**config.mk**
```make
export PLATFORM = sky130hd
export DESIGN_NAME = bde_div
export DESIGN_NICKNAME = d
export VERILOG_FILES = /design/src/rtl/bde_pkg.sv /design/src/rtl/bde_div.sv
export SDC_FILE = /design/constraint.sdc
export NUM_CORES = 1
export LEC_CHECK = 0
export ABC_AREA = 1
export BUFFER_PORTS_ARGS = -buffer_cell sky130_fd_sc_hd__buf_2
export CORE_ASPECT_RATIO = 0.7
export CORE_UTILIZATION = 45
export DETAILED_ROUTE_END_ITERATION = 10
export GPL_ROUTABILITY_DRIVEN = 0
export PLACE_DENSITY_LB_ADDON = 0.1
export SYNTH_ARGS = -nofsm -noshare
export SYNTH_HDL_FRONTEND = slang
export SYNTH_SLANG_ARGS = --single-unit
export TNS_END_PERCENT = 5
```
**constraint.sdc**
```tcl
create_clock -name clk -period 2.24 [get_ports clk]
set_input_delay 0.224 -clock clk [delete_from_list [all_inputs] [get_ports clk]]
set_output_delay 0.224 -clock clk [all_outputs]
set_load 0.02 [all_outputs]
```
**src/rtl/bde_pkg.sv**
```systemverilog
package bde_pkg;

	localparam int CHANNELS   = 4;
	localparam int CH_W       = 2;
	localparam int WINDOW     = 10;
	localparam int SLOT_W     = $clog2(WINDOW);
	localparam int FILL_W     = $clog2(WINDOW + 1);
	localparam int MEM_AW     = CH_W + SLOT_W;
	localparam int MEM_DEPTH  = 1 << MEM_AW;

	localparam int TS_W       = 32;
	localparam int LVL_W      = 15;
	localparam int THR_W      = 16;
	localparam int RATE_W     = 24;
	localparam int SECS_W     = 20;
	localparam int HELD_W     = 4;

	localparam int IN_W       = 56;
	localparam int OUT_W      = 72;

	localparam int APB_AW     = 3;
	localparam int REG_IDX_W  = APB_AW - 2;
	localparam logic [REG_IDX_W-1:0] REG_THRESH = 1'd0;
	localparam logic [REG_IDX_W-1:0] REG_CRIT   = 1'd1;
	localparam logic [THR_W-1:0] THRESH_RST = 16'd384;
	localparam logic [LVL_W-1:0] CRIT_RST   = 15'd5120;

	localparam int MUL_K      = 1000;
	localparam int DIV_NUM_W  = 25;
	localparam int DIV_DEN_W  = 32;
	localparam int DIV_CNT_W  = 5;
	localparam int RATE_STEPS = DIV_NUM_W;
	localparam int SECS_STEPS = LVL_W;

	localparam logic [RATE_W-1:0] RATE_MAX  = 24'h7FFFFF;
	localparam logic [RATE_W-1:0] RATE_MIN  = 24'h800000;
	localparam logic [SECS_W-1:0] SECS_MAX  = 20'hFFFFF;
	localparam logic [SECS_W-1:0] SECS_IDLE = 20'd9999;

	localparam int FIFO_DEPTH = 2;
	localparam int FIFO_PW    = 1;

	typedef struct packed {
		logic [TS_W-1:0]  ts;
		logic [LVL_W-1:0] lvl;
	} sample_t;

	typedef struct packed {
		logic [TS_W-1:0]   t_new;
		logic [LVL_W-1:0]  lvl_new;
		logic [TS_W-1:0]   t_old;
		logic [LVL_W-1:0]  lvl_old;
		logic [FILL_W-1:0] fill;
	} job_t;

	typedef struct packed {
		logic                 start;
		logic [DIV_NUM_W-1:0] num;
		logic [DIV_DEN_W-1:0] den;
		logic [DIV_CNT_W-1:0] steps;
	} div_req_t;

	typedef struct packed {
		logic                 done;
		logic [DIV_NUM_W-1:0] quot;
	} div_rsp_t;

endpackage

```
**src/rtl/bde_div.sv**
```systemverilog
module bde_div (
	input  logic              clk,
	input  logic              arst_n,
	input  bde_pkg::div_req_t req,
	output bde_pkg::div_rsp_t rsp
);

	logic [bde_pkg::DIV_DEN_W-1:0] rem_q, den_q;
	logic [bde_pkg::DIV_NUM_W-1:0] num_q, quot_q;
	logic [bde_pkg::DIV_CNT_W-1:0] cnt_q;
	logic                          busy_q, done_q;

	logic [bde_pkg::DIV_DEN_W:0]   trial;
	logic                          ge;
	logic [bde_pkg::DIV_DEN_W:0]   diff;

	// restoring division, one quotient bit per cycle from the numerator top
	always_comb begin
		trial = {rem_q, num_q[bde_pkg::DIV_NUM_W-1]};
		ge    = trial >= {1'b0, den_q};
		diff  = trial - {1'b0, den_q};
	end

	always_ff @(posedge clk or negedge arst_n) begin
		if (!arst_n) begin
			busy_q <= 1'b0;
			done_q <= 1'b0;
			cnt_q  <= '0;
		end else begin
			done_q <= 1'b0;
			if (req.start) begin
				busy_q <= 1'b1;
				cnt_q  <= req.steps;
			end else if (busy_q) begin
				cnt_q <= cnt_q - 1'b1;
				if (cnt_q == bde_pkg::DIV_CNT_W'(1)) begin
					busy_q <= 1'b0;
					done_q <= 1'b1;
				end
			end
		end
	end

	always_ff @(posedge clk) begin
		if (req.start) begin
			rem_q  <= '0;
			num_q  <= req.num;
			den_q  <= req.den;
			quot_q <= '0;
		end else if (busy_q) begin
			rem_q  <= ge ? diff[bde_pkg::DIV_DEN_W-1:0] : trial[bde_pkg::DIV_DEN_W-1:0];
			num_q  <= num_q << 1;
			quot_q <= {quot_q[bde_pkg::DIV_NUM_W-2:0], ge};
		end
	end

	assign rsp.done = done_q;
	assign rsp.quot = quot_q;

endmodule

```
* After elaboration in Yosys (flattened, before gate mapping)
Cells that the tools add are included.
W data, S select, Z words.
** Cells by class
- Add/sub/neg operators :: 2
- Magnitude comparators :: 1
- Equality and inequality tests :: 1
- Muxes and demuxes :: 11
- Reductions and logical operators :: 1
** Operator list (count)
- $mux W25 :: 2
- $ge A33 B32 Y1 :: 1
- $mux W32 :: 1
- $sub A32 B32 Y32 :: 1
- $mux W5 :: 2
- $mux W1 :: 6
- $eq A5 B1 Y1 const B :: 1
- $sub A5 B1 Y5 const B :: 1
- $reduce_bool A2 Y1 :: 1
** Storage, ports and cells
- Bits in registers :: 121
- Input port bits :: 65
- Logic and storage cells :: 23

* Longest topological paths before layout
- Word-level depth :: 4
- Mapped depth :: 17
- Depth with buffers taken out :: 17

* Least setup slack after synthesis
No wires, ideal clock.
- Path kind :: input to register
- Start :: input req[62] in the netlist's numbering
- End :: register num_q[0] in the netlist's numbering, enable pin
- Library setup time :: 0.399 ns
- Data arrival time :: 1.621 ns
- Data required time :: 1.841 ns
- Path slack :: 0.219 ns
- Stages :: 4
- Path through :: clkbuf_1 nor2_2 clkinv_1 clkbuf_1
** Between the ends
- Word-level cells in the longest chain between the ends :: 1
** RTL lines
- start, declared :: line bde_div.sv:4 : input bde_pkg::div_req_t req,
- $reduce_bool A2 Y1 (no source line)
- end signal, assigned :: line bde_div.sv:47 : num_q <= req.num;
- end signal, assigned :: line bde_div.sv:52 : num_q <= num_q << 1;
- end, declared :: line bde_div.sv:9 : logic [bde_pkg::DIV_NUM_W-1:0] num_q, quot_q;
No other way between the ends.
A chain may end at the register's enable or synchronous reset.

* Final worst setup path
- Start :: register den_q[2] in the netlist's numbering
- End :: register rem_q[19] in the netlist's numbering
** Between the ends
- Word-level cells in the longest chain between the ends :: 2
** RTL lines
- start, declared :: line bde_div.sv:8 : logic [bde_pkg::DIV_DEN_W-1:0] rem_q, den_q;
- start signal, assigned :: line bde_div.sv:48 : den_q <= req.den;
- $sub A32 B32 Y32 or $ge A33 B32 Y1 (tied branches) :: line bde_div.sv:21, bde_div.sv:20
- $mux W32 * :: line bde_div.sv:51 : rem_q <= ge ? diff[bde_pkg::DIV_DEN_W-1:0] : trial[bde_pkg::DIV_DEN_W-1:0];
- end signal, assigned :: line bde_div.sv:51
- end, declared :: line bde_div.sv:8
Mark *: on every way between the ends. The rest lies on a longest branch, timed or not.

==> out/results.txt <==
outcome - complete, no violations
worst path cell trace - inv_1 -> ha_1 -> buf_4 -> nand2_2 -> nor2_1 -> nand2_1 -> nor2_1 -> nand2_1 -> nand2_2 -> a21oi_4 -> nand2_8 -> nor2_4 -> buf_12 -> nand2_1 -> nand3_1
HPWL after DPL - 13.85 mm
Post-Syn Area - 7062 sq um
cts bufs inserted - 17
Peak VDD IR - 558.5 uV
final wirelength - 19.59 mm
Hold Slack - 0.01678 ns
async set or reset register ratio after synthesis - 5.785%
Filler cells - 1375
Data arrival, critical path - 2.51 ns
Setup CP Type - flop to flop
fmax - 0.4658 GHz
cell mode on critical path - nand2_1
commonest non-fill, non-tap cell in the layout - nand2_1
minimum clock period - 2.147 ns
met3 WL post-DR - 1.660 mm
share of cells above drive strength 1 - 22.46%
wire length on met1 - 9.633 mm
Logic pwr share - 37.1%
Net Sw Frac - 35.80%
Clock Path Buffers - 2
Worst Path Max Fanout - 6
CP max stage cell - edfxtp_1
clk root buf - clkbuf_16
final number of max-transition violations - 0
Lkg Pwr - 5.065 nW
full die area - 16210 sq um
final-stage net count - 1298
area of the core - 15000 sq um
vias in the first global route - 6240
Die X - 151.7 microns
unrepaired setup endpoints after global routing - true
vias per cell - 4.837
Highest Signal Layer - met5
part of the power in registers - 31.4%
Max-slew headroom - 69.66%
antenna-violating nets left - 0
drt drc - 0
first-pass GRT wire length - 30.77 mm
Buf/Inv on CP - 3
largest net degree at the start of global routing - 36
Final Cycle Share - 95.84%
Synth Register Bits - 121
Syn Nets - 1087
WP data required - 2.60 ns
Int Power - 5.637 mW
Die H - 106.8 microns
antenna violations before repair - 1
Clock transition at path regs - 0.07 ns
syn avg cell area - 7.155 sq um
H-tree levels - 4
initial drt markers - 424
# setup viols final - 0
Mapped Cells - 987
Multi-input gate area - 3486 sq um
DP Cell Count - 1334
Top FF cell, synth - edfxtp_1
Port Buffer Count - 90
post-route insts no fill - 1406
crit start category - flop
final core utilization - 63.93%
gr usage total - 25.05%
max cap viols - 0
crit-path leading delay family - simple AND/OR/NAND/NOR gates
register area - 3028 sq um
final hold violation count - 0
worst min-delay path class - primary input to flop
power density cells - 915.6 nW/um^2
# diodes - 0
TritonRoute pass-1 iters - 5
Wirelength per Cell - 13.93 microns
IO Count - 91
Post-Route Skew - 0.01332 ns
global route overflow - 0
area grow syn2layout - 35.79%
setup TNS - 0 ns
clock latency on the worst-skew pair - 0.43 ns
Tot Pwr - 8.780 mW
post-synthesis sequential area ratio - 42.88%
nature of the critical path endpoint - flop
CTS tree - built
Initial Util - 47.08%
slew of the pin with the lowest slew margin - 0.4551 ns
FP Rows - 37
clk sinks - 121
EDFF count, synth - 57
Distinct cells, synth - 36
vias post-DR - 6801
CP peak stage delay - 0.37 ns
sw power - 3.143 mW
commonest non-fill, non-tap cells in the layout - 381 x nand2_1, 181 x inv_1, 90 x buf_2
met2 wire length - 8.100 mm
clock share of power - 31.5%
yosys warns - 0
## logic make-up (layout without fill, tap and decap cells)
logic type      Yosys count  after routing  synth area share, %
compound gates           56             56                4.943
xor+xnor                 19             19                2.356
fa+ha+maj                35             35                6.308
buf+inv                 207            430                11.50
flops                   121            121                42.88
simple gates            549            550                32.02
## layout make-up
class / count / area share (%)
Clock buffer: 19 / 4.958
Clock inverter: 13 / 1.240
Inverter: 184 / 7.202
Multi-Input combinational cell: 660 / 36.35
Sequential cell: 121 / 31.58
Tap cell: 195 / 2.544
Timing Repair Buffer: 214 / 16.13
## stage by stage
| stage | setup slack, ns | cell area, sq um |
|---|---|---|
| 3_5_place_dp | -0.2022 | 8288 |
| 3_3_place_gp | -0.1408 | 8288 |
| 2_1_floorplan | 0.2194 | 7062 |
| 5_1_grt | -0.05274 | 9589 |
| 6_report | 0.09320 | 9589 |
| 4_1_cts | 0.004653 | 9271 |
## registers in the layout (all words and copies together) (netlist names)
name and flops:
num_q 25, den_q 32, cnt_q 5, done_q 1, rem_q 32, quot_q 25, busy_q 1
## power groups by stage
| stage | logic [mW] | registers, mW | clock network [mW] |
|---|---|---|---|
| after CTS | 2.94 | 2.74 | 2.82 |
| final | 3.25 | 2.76 | 2.77 |
| after floorplan | 1.72 | 2.76 | 0 |
| after global routing | 3.57 | 2.79 | 2.91 |
| after detailed placement | 2.74 | 2.78 | 0 |
| after global placement | 2.73 | 2.78 | 0 |
## Yosys cell counts, drive strengths merged, types with 7 or more instances
master / count / share of area (%)
dfxtp: 57 / 16
xor2: 16 / 2.0
nand3: 74 / 5.3
dfrtp: 7 / 2.5
o22ai: 23 / 2.0
clkbuf: 16 / 0.85
edfxtp: 57 / 24
ha: 34 / 6.0
inv: 183 / 9.7
nand2: 401 / 22
a21oi: 21 / 1.7
buf: 7 / 0.87
nor2: 50 / 2.9
nand3b: 15 / 1.6
## worst paths after layout
kind	from	to	slack (ns)	cells past startpoint
setup / recovery	den_q[2]	rem_q[19]	0.09	15
hold / removal	req[1]	cnt_q[1]	0.02	3
setup reg to reg	den_q[2]	rem_q[19]	0.09	15
hold reg to reg	quot_q[24]	quot_q[24]	0.47	2
max in group asynchronous	arst_n	cnt_q[4]	1.92	2
min in group asynchronous	arst_n	cnt_q[2]	0.16	2
## layer usage
layer | vias to the layer above | GRT usage, %
li1 | 3494 | -
met1 | 3074 | 36.59
met2 | 213 | 35.75
met3 | 18 | 7.277
met4 | 2 | 6.294
met5 | - | 0
## tightest hold or removal path, stage by stage
cell	delay [ns]
buf_2	0.08
nand2_1	0.05
o221ai_1	0.06
## timing repair
item,in CTS,in global routing
endpoints found under the hold margin,38,0
gates cloned,1,0
endpoints found under the setup margin,25,33
hold buffers,32,0
pin swaps,2,9
buffers inserted,2,5
gates resized for setup,6,53
(Power assumes the default switching activity.)
