### src/rtl/bde_pkg.sv
package bde_pkg;

	localparam int CHANNELS   = 4;
	localparam int CH_W       = 2;
	localparam int WINDOW     = 10;
	localparam int SLOT_W     = $clog2(WINDOW);
	localparam int FILL_W     = $clog2(WINDOW + 1);
	localparam int MEM_AW     = CH_W + SLOT_W;
	localparam int MEM_DEPTH  = 1 << MEM_AW;

	localparam int TS_W       = 32;
	localparam int LVL_W      = 15;
	localparam int THR_W      = 16;
	localparam int RATE_W     = 24;
	localparam int SECS_W     = 20;
	localparam int HELD_W     = 4;

	localparam int IN_W       = 56;
	localparam int OUT_W      = 72;

	localparam int APB_AW     = 3;
	localparam int REG_IDX_W  = APB_AW - 2;
	localparam logic [REG_IDX_W-1:0] REG_THRESH = 1'd0;
	localparam logic [REG_IDX_W-1:0] REG_CRIT   = 1'd1;
	localparam logic [THR_W-1:0] THRESH_RST = 16'd384;
	localparam logic [LVL_W-1:0] CRIT_RST   = 15'd5120;

	localparam int MUL_K      = 1000;
	localparam int DIV_NUM_W  = 25;
	localparam int DIV_DEN_W  = 32;
	localparam int DIV_CNT_W  = 5;
	localparam int RATE_STEPS = DIV_NUM_W;
	localparam int SECS_STEPS = LVL_W;

	localparam logic [RATE_W-1:0] RATE_MAX  = 24'h7FFFFF;
	localparam logic [RATE_W-1:0] RATE_MIN  = 24'h800000;
	localparam logic [SECS_W-1:0] SECS_MAX  = 20'hFFFFF;
	localparam logic [SECS_W-1:0] SECS_IDLE = 20'd9999;

	localparam int FIFO_DEPTH = 2;
	localparam int FIFO_PW    = 1;

	typedef struct packed {
		logic [TS_W-1:0]  ts;
		logic [LVL_W-1:0] lvl;
	} sample_t;

	typedef struct packed {
		logic [TS_W-1:0]   t_new;
		logic [LVL_W-1:0]  lvl_new;
		logic [TS_W-1:0]   t_old;
		logic [LVL_W-1:0]  lvl_old;
		logic [FILL_W-1:0] fill;
	} job_t;

	typedef struct packed {
		logic                 start;
		logic [DIV_NUM_W-1:0] num;
		logic [DIV_DEN_W-1:0] den;
		logic [DIV_CNT_W-1:0] steps;
	} div_req_t;

	typedef struct packed {
		logic                 done;
		logic [DIV_NUM_W-1:0] quot;
	} div_rsp_t;

endpackage

### src/rtl/bde_fifo.sv
module bde_fifo (
	input  logic          clk,
	input  logic          arst_n,
	input  logic          push_valid,
	output logic          push_ready,
	input  bde_pkg::job_t push_job,
	output logic          pop_valid,
	input  logic          pop_ready,
	output bde_pkg::job_t pop_job
);

	bde_pkg::job_t                 buf_q [bde_pkg::FIFO_DEPTH];
	logic [bde_pkg::FIFO_PW-1:0]   wr_q, rd_q;
	logic [bde_pkg::FIFO_PW:0]     cnt_q;
	logic                          do_push, do_pop;

	assign push_ready = cnt_q != (bde_pkg::FIFO_PW + 1)'(bde_pkg::FIFO_DEPTH);
	assign pop_valid  = cnt_q != '0;
	assign pop_job    = buf_q[rd_q];
	assign do_push    = push_valid && push_ready;
	assign do_pop     = pop_valid && pop_ready;

	always_ff @(posedge clk or negedge arst_n) begin
		if (!arst_n) begin
			wr_q  <= '0;
			rd_q  <= '0;
			cnt_q <= '0;
		end else begin
			if (do_push) begin
				wr_q <= wr_q + 1'b1;
			end
			if (do_pop) begin
				rd_q <= rd_q + 1'b1;
			end
			if (do_push && !do_pop) begin
				cnt_q <= cnt_q + 1'b1;
			end else if (do_pop && !do_push) begin
				cnt_q <= cnt_q - 1'b1;
			end
		end
	end

	always_ff @(posedge clk) begin
		if (do_push) begin
			buf_q[wr_q] <= push_job;
		end
	end

endmodule

### config.mk
export PLATFORM = sky130hd
export DESIGN_NAME = bde_fifo
export DESIGN_NICKNAME = d
export VERILOG_FILES = /design/src/rtl/bde_pkg.sv /design/src/rtl/bde_fifo.sv
export SDC_FILE = /design/constraint.sdc
export NUM_CORES = 1
export LEC_CHECK = 0
export BUFFER_PORTS_ARGS = -buffer_cell sky130_fd_sc_hd__buf_2
export CAP_MARGIN = 10
export CORE_ASPECT_RATIO = 2
export CORE_MARGIN = 2
export CORE_UTILIZATION = 47
export DETAILED_ROUTE_END_ITERATION = 8
export MAX_ROUTING_LAYER = met4
export PLACE_DENSITY = 0.73
export SKIP_CTS_REPAIR_TIMING = 1
export SLEW_MARGIN = 30
export SYNTH_ARGS = -nofsm -noshare
export SYNTH_HDL_FRONTEND = slang
export SYNTH_SLANG_ARGS = --single-unit
### constraint.sdc
create_clock -name clk -period 4.95 [get_ports clk]
set_input_delay 0.2475 -clock clk [delete_from_list [all_inputs] [get_ports clk]]
set_output_delay 0.2475 -clock clk [all_outputs]
set_load 0.01 [all_outputs]
**After elaboration in Yosys (flattened, before gate mapping)**

Memories as Yosys holds them, arrays and structs flattened.
Index checks and enable logic that the tools add are counted.

- Bits in registers: 4
- Bits in writable memories: 196
- Input bits: 102
- Output and inout bits: 100
- Logic and storage cells: 21
- Memories: 1

Memory list:

| memory | words | width | read ports | clocked after Yosys merged registers in | wr ports | RTL line | text |
|---|---|---|---|---|---|---|---|
| buf_q | 2 | 98 | 1 | 0 | 1 | bde_fifo.sv:12 | `bde_pkg::job_t buf_q [bde_pkg::FIFO_DEPTH];` |

- $add $sub $neg: 4
- Eq/ne operators: 1
- Multiplexer cells: 4
- Reduce and logical (&&, ||, !) cells: 8

Operators with widths:

| cell | count |
|---|---|
| $logic_and 1x1->1 | 4 |
| $mux 2 | 2 |
| $reduce_bool 2->1 | 2 |
| $add 1x1->1 const B | 2 |
| $add 2x1->2 const B | 1 |
| $logic_not 1->1 | 2 |
| $mux 1 | 2 |
| $ne 2x2->1 const B | 1 |
| $sub 2x1->2 const B | 1 |

**Logic depth before layout (Yosys ltp)**

Gate-level depths: netlist (run 1).

- Depth after elaboration: 6
- Gate-level depth with buffers: 7
- Mapped depth without buffers: 7

**Worst setup path after synthesis (run 1)**

Ideal clock, no wire load.

- Path type: reg2reg
- From: register cnt_q[0] (netlist name)
- To: memory buf_q[0][0] (netlist name) (enable)
- Setup time: 555 ps
- Data arrival time: 4,780 ps
- Data required time: 4,395 ps
- Path slack: -385 ps
- Stages on the path, launching flop included: 4
- Buffers on the path: 0
- Clock period less this slack: 5,335 ps
- Path through: dfrtp_1 nand2b_1 nand2_1 nor2_1

- Cells in the longest elaborated chain, start to end: 4

Ends and longest elaborated chain:

| element | RTL line | text |
|---|---|---|
| start: declaration | bde_fifo.sv:14 | `logic [bde_pkg::FIFO_PW:0] cnt_q;` |
| start signal: assignment | bde_fifo.sv:36 | `cnt_q <= cnt_q + 1'b1;` |
| start signal: assignment | bde_fifo.sv:38 | `cnt_q <= cnt_q - 1'b1;` |
| $ne 2x2->1 | bde_fifo.sv:17 | `assign push_ready = cnt_q != (bde_pkg::FIFO_PW + 1)'(bde_pkg::FIFO_DEPTH);` |
| named net push_ready | bde_fifo.sv:5 | `output logic push_ready,` |
| $logic_and 1x1->1 | bde_fifo.sv:20 | `assign do_push = push_valid && push_ready;` |
| $mux 1 | bde_fifo.sv:44 | `if (do_push) begin` |
| $mux 1 (not written as such) | bde_fifo.sv:45 | `buf_q[wr_q] <= push_job;` |
| end: declaration | bde_fifo.sv:12 |  |

The timed path passes the listed nets, and every way through them passes these cells.

==> results.md, run 1 <==
* Hold path startpoint: push_job[72]
* Fin. max-slew vios at 0
* Total via count in the routed design at 3882
* Type of the worst setup path: reg -> out
* Average via count per standard cell at about 5
* Clock Latency Late Sink at 0.42 ns
* DR WL/cell at 17.9 um
* Pre-CTS WS at 2.52 ns
* Final Hold Fails at 0
* Row count at 64
* Max Buffers Root-to-Sink at 2
* H-tree levels at 4
* Top FF cell, synth: edfxtp_1
* Critical Path RT at ~4.7 ns
* Placed Cells at between 700 and 800
* Final HPWL DP at 9.58 mm
* R2r endpoint: buf_q[1][89]
* Worst r2r src: cnt_q[0]
* Crit path buf inv count at 2
* Yosys top cell by area: edfxtp_1
* Status: complete, no violations
* CP cell instances: buf_4 > mux2_2 > buf_2
* Gr ovfl total at 0
* Width of the die at 92.1 um
* Worst IR Drop VDD at around 370 uV
* Antenna violations before repair at 4
* Root Driver: clkbuf_16
* DRT antenna net count at 0
* WHS Endpoint: buf_q[1][72]
* Worst Reg-to-Reg Cells at 3
* Vias in the first global route at 4017
* Yosys top cell area share at 80.7%
* CTS Buf Count at 17
* DRC violations left at 0
* Most frequent cells after synthesis: edfxtp_1, mux2_2, mux2_4
* Clk slew on worst S/H paths at 0.07 ns
* Setup tns final at 0 ns
* Synthesized Nets at 426
* RSZ-0062 raised after global routing: no
* Routed WL at 14.3 mm
* Fraction of registers with async set/reset at around 2.0%
* Share of layout cells above drive strength 1 at 56.5%
* Synth Register Bits at 200
* Area of the core at 15200 um^2
* Post-synth EDFFs at a little under 200
* Critical path endpoint category: output pin
* Minimum clock period at 2.84 ns
* Area Growth Syn to Fin at 31.5%
* Largest net degree at the start of global routing at 65
* Critical path's top delay family: flip-flops
* P_leak at 3.62 nW
* Die footprint at 16600 um^2
* Sequential share of the synthesized area at between 80 and 90%
* First-pass GRT wire length at 20.8 mm
* CTS tree: done
* Final setup fails at 0
* Final WS setup at about 2.1 ns
* All-Layer GR Usage at 17.6%
* Post-Syn Area at 7290 um^2
* Top cells by area, synth: edfxtp_1, mux2_2, mux2_4, dfrtp_1, buf_2
* Slew margin rel. at 45.4%
* Worst path max stage delay at between 0.8 and 0.9 ns
* Worst Path Max Fanout at 52
* Synth warn at 0
* Initial Utilization at between 40% and 50%
* Yosys cell types at 15
* F_max at 352 MHz
* Pwr Density at 556 nW/um^2
* Hold Crit Class: in -> reg
* Max cap viols at 0
* Post-Synthesis Cells at 323
* NumNets Final at 686
* Most common cell in the synthesized netlist: edfxtp_1
* PortBufs at between 200 and 250
* CP Launch Type: register
* IO Pins at 202
* Fin cells at between 700 and 800
* Clk sinks at 200
* Initial DRC count at 210
* Least-Margin Pin Slew at 0.819 ns
* R2R Setup Slk at 2.60 ns
* Syn Area/Cell at 22.6 um^2
* WHS at 0.0131 ns
* Gp weighted congestion at 0.796
* Clk_skew at 0.00895 ns
* Hold depth at 1
* DR pass1 iterations at 6
* Final period utilization at 57.3%
* Worst EP arrival at 2.59 ns
* Critical Path Slowest Stage Cell: dfrtp_4
* Die Y at roughly 180 um
## layout make-up
cell class,count,area (um^2)
timing repair buffer,252,1540
antenna,4,10.0
tap,198,248
inverter,1,3.75
fill,1092,5630
clock inverter,13,123
sequential,200,5990
clock buffer,19,433
multi-input combinational,111,1240
## placed cells by master, fill, tap and decap left out, drive strengths merged, types with 2 or more instances in the layout
cell / n
clkinvlp: 4
inv: 5
dfrtp: 4
clkinv: 4
mux2: 98
xor2: 2
xnor2: 3
nand2: 2
buf: 205
nor2: 2
diode: 4
dlygate4sd3: 47
clkbuf: 19
edfxtp: 196
## metal layers
| layer | part of all wire, % | vias up | track usage (%) |
|---|---|---|---|
| li1 | - | 1807 | - |
| met1 | 33 | 1904 | 16.5 |
| met2 | 59 | 141 | 31.4 |
| met3 | 4.8 | 30 | 4.73 |
| met4 | 2.7 | 0 | 10.1 |
| met5 | 0 | - | - |
## worst max path at each step
stage | from | end | slack (ns) | cells past startpoint
6_report | rd_q | pop_job[80] | 2.11 | 3
5_1_grt | rd_q | pop_job[80] | 1.94 | 3
4_1_cts | rd_q | pop_job[24] | 2.04 | 3
3_5_place_dp | rd_q | pop_job[24] | 2.52 | 3
3_3_place_gp | rd_q | pop_job[80] | 2.54 | 3
2_1_floorplan | cnt_q[0] | buf_q[0][0] | 1.26 | 3
## power by group
part | internal [W] | switching (W) | total [W]
clock | 0.000699 | 0.000582 | 0.00128
combinational | 0.000758 | 0.000805 | 0.00156
sequential | 0.00232 | 0.000173 | 0.00249
total | 0.00377 | 0.00156 | 0.00533
## worst register-to-register path, delay by kind of cell, from the launching register on
kind,cells,cell delay (ns)
DFF,1,0.41
and+or+nand+nor,2,0.92
buffers and inverters,1,0.62
## registers in the layout (all words and copies together) (netlist names)
| register | flops |
|---|---|
| wr_q | 1 |
| rd_q | 1 |
| buf_q | 196 |
| cnt_q | 2 |
## logic make-up after synthesis
logic type | count (synthesis) | share of synthesized area (%)
xor+xnor | 5 | 0.600
fa+ha+maj | 1 | 0.171
buf+inv | 12 | 1.06
flops | 200 | 82.1
mux | 98 | 15.6
simple gates | 7 | 0.463
## stage by stage
stage	util, %	total power, W	instance area (um^2)
after floorplan	-	0.00349	7300
after global placement	56.0	0.00402	8530
after detailed placement	56.2	0.00409	8550
after CTS	59.9	0.00537	9110
after global routing	63.0	0.00558	9590
final	63.0	0.00533	9590
Power figures use the tool's default switching activity.
==> run 2: changes to the inputs <==
CORE_UTILIZATION = 52   (was 47)
PLACE_DENSITY = 0.76   (was 0.73)
clock period = 2.8 ns   (was 4.95 ns; I/O delays follow)
==> results.md, run 2 (synthesized netlist as in run 1, its figures left out) <==
* Worst r2r src: cnt_q[0] (unchanged)
* Final Hold Fails at 0 (unchanged)
* DR pass1 iterations at 4 (was 6)
* Clk slew on worst S/H paths at 0.07 ns (about the same)
* Average via count per standard cell at 5.04 (was 4.86)
* Minimum clock period at 2.31 ns
* Met2 wire length at 9.08 mm (was 8.45 mm)
* Row count at 61 (was 64)
* Area of the core at 13800 um^2 (was 15200 um^2)
* Routed WL at 15.9 mm (was 14.3 mm)
* WL met1 at 5.31 mm (was 4.77 mm)
* Slew margin rel. at 64.6% (was 45.4%)
* CTS Buf Count at 17 (unchanged)
* Hold Crit Class: in -> reg (unchanged)
* Top layer in use: met4 (unchanged)
* RSZ-0062 raised after global routing: no (unchanged)
* Hold depth at 3 (was 1)
* Final period utilization at 82.6%
* Clk sinks at 200 (unchanged)
* Largest register by flop count: buf_q (unchanged)
* Gr ovfl total at 0 (unchanged)
* Die footprint at 15000 um^2 (was 16600 um^2)
* H-tree levels at 4 (unchanged)
* Status: complete, no violations (unchanged)
* Switching component of the power at 0.00284 W (was 0.00156 W)
* Antenna violations before repair at 1 (was 4)
* Initial DRC count at 287 (was 210)
* Final setup fails at 0 (unchanged)
* Largest net degree at the start of global routing at 60 (was 65)
* Worst IR Drop VDD at 961 uV (was 369 uV)
* Util after Layout at 73.4% (was 63.0%)
* Least-Margin Pin Slew at 0.531 ns (was 0.819 ns)
* Initial Utilization at 52.8% (was 47.9%)
* Met3 routed WL at 630 um (was 684 um)
* DR WL/cell at 18.9 um (was 17.9 um)
* Clock Latency Late Sink at 0.41 ns (was 0.42 ns)
* DRC violations left at 0 (unchanged)
* Vias in the first global route at 3983 (was 4017)
* Type of the worst setup path: reg -> out (unchanged)
* Max Buffers Root-to-Sink at 2 (unchanged)
* DRT antenna net count at 0 (unchanged)
* Area Growth Syn to Fin at 38.9% (was 31.5%)
* Total via count in the routed design at 4224 (was 3882)
* Setup tns final at 0 ns (unchanged)
* Worst Reg-to-Reg Cells at 4 (was 3)
* PortBufs at 201 (unchanged)
* Sequential share of power at 45.7% (was 46.7%)
* Combinational Power Share at 30.2% (was 29.3%)
* Max cap viols at 0 (unchanged)
* Width of the die at 87.8 um (was 92.1 um)
* CTS tree: done (unchanged)
* Final HPWL DP at 9.81 mm (was 9.58 mm)
* First-pass GRT wire length at 20.2 mm (was 20.8 mm)
* Clock power frac at 24.1% (was 24.0%)
* Critical Path RT at 2.66 ns (was 4.70 ns)
* Root Driver: clkbuf_16 (unchanged)
* R2R Setup Slk at 1.10 ns (was 2.60 ns)
* Top flop regs: buf_q x196, cnt_q x2 (unchanged)
* Worst Path Max Fanout at 38 (was 52)
* Most common cell after layout, fill and taps aside: buf_2 (unchanged)
* Pwr Density at 948 nW/um^2 (was 556 nW/um^2)
* Fin. max-slew vios at 0 (unchanged)
* Clk_skew at 0.00754 ns (was 0.00895 ns)
* Hold path startpoint: pop_ready (was push_job[72])
* Gp weighted congestion at 0.823 (was 0.796)
* CP Launch Type: register (unchanged)
* Total power at 0.00961 W (was 0.00533 W)
* Number of flip-flops in the largest register at 196 (unchanged)
* Internal power at 0.00677 W (was 0.00377 W)
* NumNets Final at 740 (was 686)
* All-Layer GR Usage at 19.4% (was 17.6%)
* Sw Share at 29.6% (was 29.2%)
* Die Y at 172 um (was 180 um)
* IO Pins at 202 (unchanged)
* F_max at 433 MHz
* R2r endpoint: buf_q[0][14] (was buf_q[1][89])
* P_leak at 3.86 nW (was 3.62 nW)
* Most frequent cells in the layout: buf_2, edfxtp_1, dlygate4sd3_1, mux2_2, clkbuf_16 (was buf_2, edfxtp_1, mux2_2, dlygate4sd3_1, clkbuf_16)
* Share of layout cells above drive strength 1 at 52.3% (was 56.5%)
* WHS Endpoint: rd_q (was buf_q[1][72])
* Critical path endpoint category: output pin (unchanged)
* Worst EP arrival at 2.17 ns (was 2.59 ns)
## run 2: changes by cell type in the layout (fill, tap and decap cells not counted), moves of 2 or more
cell / before / now
dlygate4sd3_1: 47 / 99
inv_8: 0 / 4
buf_12: 1 / 4
diode_2: 4 / 1
inv_6: 4 / 1
clkbuf_1: 2 / 0
clkinv_2: 2 / 0
clkinv_4: 2 / 4
## run 2: worst max-delay path, stage by stage (launching register included)
cell	delay, ns
dfrtp_4	0.77
buf_4	0.43
mux2_2	0.40
buf_2	0.16
## run 2: power by group through the flow
stage / Sequential, W / Combinational [W] / Clock, W
after floorplan: 0.00428 / 0.00186 / 0
after global placement: 0.00442 / 0.00273 / 0
after detailed placement: 0.00446 / 0.00277 / 0
after CTS: 0.00440 / 0.00278 / 0.00236
after global routing: 0.00446 / 0.00310 / 0.00248
final: 0.00439 / 0.00290 / 0.00231
## run 2: final cells by class
class,count,area [um^2]
antenna,1,2.50
clock buffer,17,425
clock inverter,13,141
fill,825,3680
inverter,1,3.75
multi-input combinational,111,1240
sequential,200,5990
tap,189,236
timing repair buffer,306,2090
## run 2: metrics by stage
stage | std cells | worst slack (ns) | cell area (um^2) | hold WS [ns]
after floorplan | 323 | 0.199 | 7300 | -0.156
after global placement | 708 | 0.990 | 8570 | -0.0496
after detailed placement | 708 | 0.927 | 8570 | -0.0458
after CTS | 738 | 0.477 | 9140 | -0.492
after global routing | 838 | 0.364 | 10100 | 0.000794
final | 838 | 0.488 | 10100 | 0.00492
## run 2: routing by layer
| metal | vias to the layer above | track usage, % |
|---|---|---|
| met5 | - | - |
| met1 | 2083 | 18.2 |
| met2 | 183 | 33.2 |
| met3 | 50 | 5.33 |
| met4 | 0 | 13.2 |
| li1 | 1908 | - |
## run 2: worst max path at each step
stage                     startpoint     endpoint  slack, ns  cells after the start
after floorplan             cnt_q[0]  buf_q[0][0]       0.20                      3
after CTS                       rd_q  pop_job[80]       0.48                      3
after global routing            rd_q  pop_job[94]       0.36                      3
after detailed placement        rd_q  pop_job[33]       0.93                      3
final                           rd_q  pop_job[94]       0.49                      3
after global placement          rd_q  pop_job[31]       0.99                      3
==> run 3: changes to the inputs <==
clock period = 2.35 ns   (was 2.8 ns; I/O delays follow)
==> results.md, run 3 (synthesized netlist as in run 1, its figures left out) <==
* Average via count per standard cell at 4.94 (was 5.04)
* Area of the core at 13800 um^2 (unchanged)
* F_max at just over 500 MHz
* Violated checks: hold timing
* WHS at -0.000324 ns (was 0.00492 ns)
* Least-Margin Pin Slew at 0.516 ns (was 0.531 ns)
* Pre-CTS WS at 0.762 ns (was 0.927 ns)
* Most frequent cells in the layout: buf_2, edfxtp_1, dlygate4sd3_1, mux2_2, clkbuf_16 (unchanged)
* Routed WL at 15.2 mm (was 15.9 mm)
* Number of flip-flops in the largest register at 196 (unchanged)
* Max cap viols at 0 (unchanged)
* Final period utilization at 83.6%
* Top flop regs: buf_q x196, cnt_q x2 (unchanged)
* Final Hold Fails at 1 (was 0)
* Largest register by flop count: buf_q (unchanged)
* IO Pins at 202 (unchanged)
* Total via count in the routed design at 4178 (was 4224)
* Fillers at 824 (was 825)
* Placed Area at 8590 um^2 (was 8570 um^2)
* Initial DRC count at 224 (was 287)
* Antenna violations before repair at 1 (unchanged)
* Root Driver: clkbuf_16 (unchanged)
* Initial Utilization at 52.8% (unchanged)
* Worst Path Max Fanout at 36 (was 38)
* Clk_skew at 0.00767 ns (was 0.00754 ns)
* Area of the multi-input gates at 1260 um^2 (was 1240 um^2)
* Vias in the first global route at 3887 (was 3983)
* First-pass GRT wire length at 19.3 mm (was 20.2 mm)
* Total area of sequential cells at 5990 um^2 (unchanged)
* Area Growth Syn to Fin at 39.3% (was 38.9%)
* Critical Path RT at 2.23 ns (was 2.66 ns)
* Largest net degree at the start of global routing at 48 (was 60)
* NumNets Final at 743 (was 740)
* Final WS setup at 0.386 ns (was 0.488 ns)
* Hold path startpoint: pop_ready (unchanged)
* DRC violations left at 0 (unchanged)
* Critical path endpoint category: output pin (unchanged)
* Worst Setup SP: rd_q (unchanged)
* Total power at 0.0114 W (was 0.00961 W)
* Gr ovfl total at 0 (unchanged)
* Die footprint at 15000 um^2 (unchanged)
* Row count at 61 (unchanged)
* Width of the die at 87.8 um (unchanged)
* DR WL/cell at 18.0 um (was 18.9 um)
* CTS Buf Count at 17 (unchanged)
* Final HPWL DP at 9.18 mm (was 9.81 mm)
* Worst Reg-to-Reg Cells at 3 (was 4)
* Type of the worst setup path: reg -> out (unchanged)
* Minimum clock period at 1.96 ns
* Worst IR Drop VDD at 744 uV (was 961 uV)
* Final setup fails at 0 (unchanged)
* Clk sinks at 200 (unchanged)
* RSZ-0062 raised after global routing: no (unchanged)
* Worst r2r src: cnt_q[0] (unchanged)
* Die Y at 172 um (unchanged)
* Final Cell Area at 10200 um^2 (was 10100 um^2)
* Most common cell after layout, fill and taps aside: buf_2 (unchanged)
* Slew margin rel. at 65.6% (was 64.6%)
* Status: complete, but fails checks (was complete, no violations)
* CP Launch Type: register (unchanged)
* Clock Latency Late Sink at 0.43 ns (was 0.41 ns)
* Share of layout cells above drive strength 1 at 52.5% (was 52.3%)
* Fin. max-slew vios at 0 (unchanged)
* Clk slew on worst S/H paths at 0.07 ns (about the same)
* CTS tree: done (unchanged)
* Gp weighted congestion at 0.782 (was 0.823)
* Pwr Density at 1130 nW/um^2 (was 948 nW/um^2)
* Max Buffers Root-to-Sink at 2 (unchanged)
* H-tree levels at 4 (unchanged)
* DRT antenna net count at 0 (unchanged)
* All-Layer GR Usage at 18.5% (was 19.4%)
* PortBufs at 201 (unchanged)
* Hold depth at 3 (unchanged)
* Hold Crit Class: in -> reg (unchanged)
* DR pass1 iterations at 4 (unchanged)
* Worst EP arrival at 1.85 ns (was 2.17 ns)
* P_leak at 3.89 nW (was 3.86 nW)
[run 3: changes by cell type in the layout (fill, tap and decap cells not counted), moves of 2 or more]
cell        previous run  this run
clkinv_4               4         1
buf_4                  2         5
clkinvlp_4             3         0
diode_2                1         3
inv_6                  1         7
[run 3: worst paths after layout]
check | endpoint | slack, ns
max | pop_job[37] | 0.39
min | rd_q | -0.0003
max reg2reg | buf_q[1][24] | 0.74
min reg2reg | cnt_q[1] | 0.55
max in group asynchronous | rd_q | 2.16
min in group asynchronous | cnt_q[1] | 0.04
[run 3: per-layer routing]
metal	track usage, %	vias up	share of wire, %
li1	-	1925	-
met1	18.2	2056	35
met2	31.9	161	57
met3	4.56	36	3.9
met4	11.2	0	3.9
met5	-	-	0
[run 3: layout make-up]
type / instances / share of cell area [%]
timing repair buffer: 309 / 20.7
antenna: 3 / 0.0739
multi-input combinational: 111 / 12.4
tap: 189 / 2.33
clock inverter: 14 / 1.27
inverter: 1 / 0.0370
sequential: 200 / 59.0
clock buffer: 18 / 4.22
[run 3: critical path, stage by stage, from the launching register on]
cell and delay, ns:
dfrtp_4 0.41, buf_4 0.43, mux2_2 0.40, buf_2 0.15
[run 3: metrics by stage]
step | instances | TNS [ns] | util [%]
after floorplan | 323 | -14.01 | -
after global placement | 710 | 0 | 62.2
after detailed placement | 710 | 0 | 62.2
after CTS | 742 | 0 | 66.2
after global routing | 843 | 0 | 73.5
final | 845 | 0 | 73.5
[run 3: power breakdown]
part | switching (W) | internal, W | total (W)
sequential | 0.000213 | 0.00487 | 0.00509
clock | 0.00131 | 0.00140 | 0.00272
combinational | 0.00192 | 0.00171 | 0.00363
total | 0.00345 | 0.00798 | 0.0114
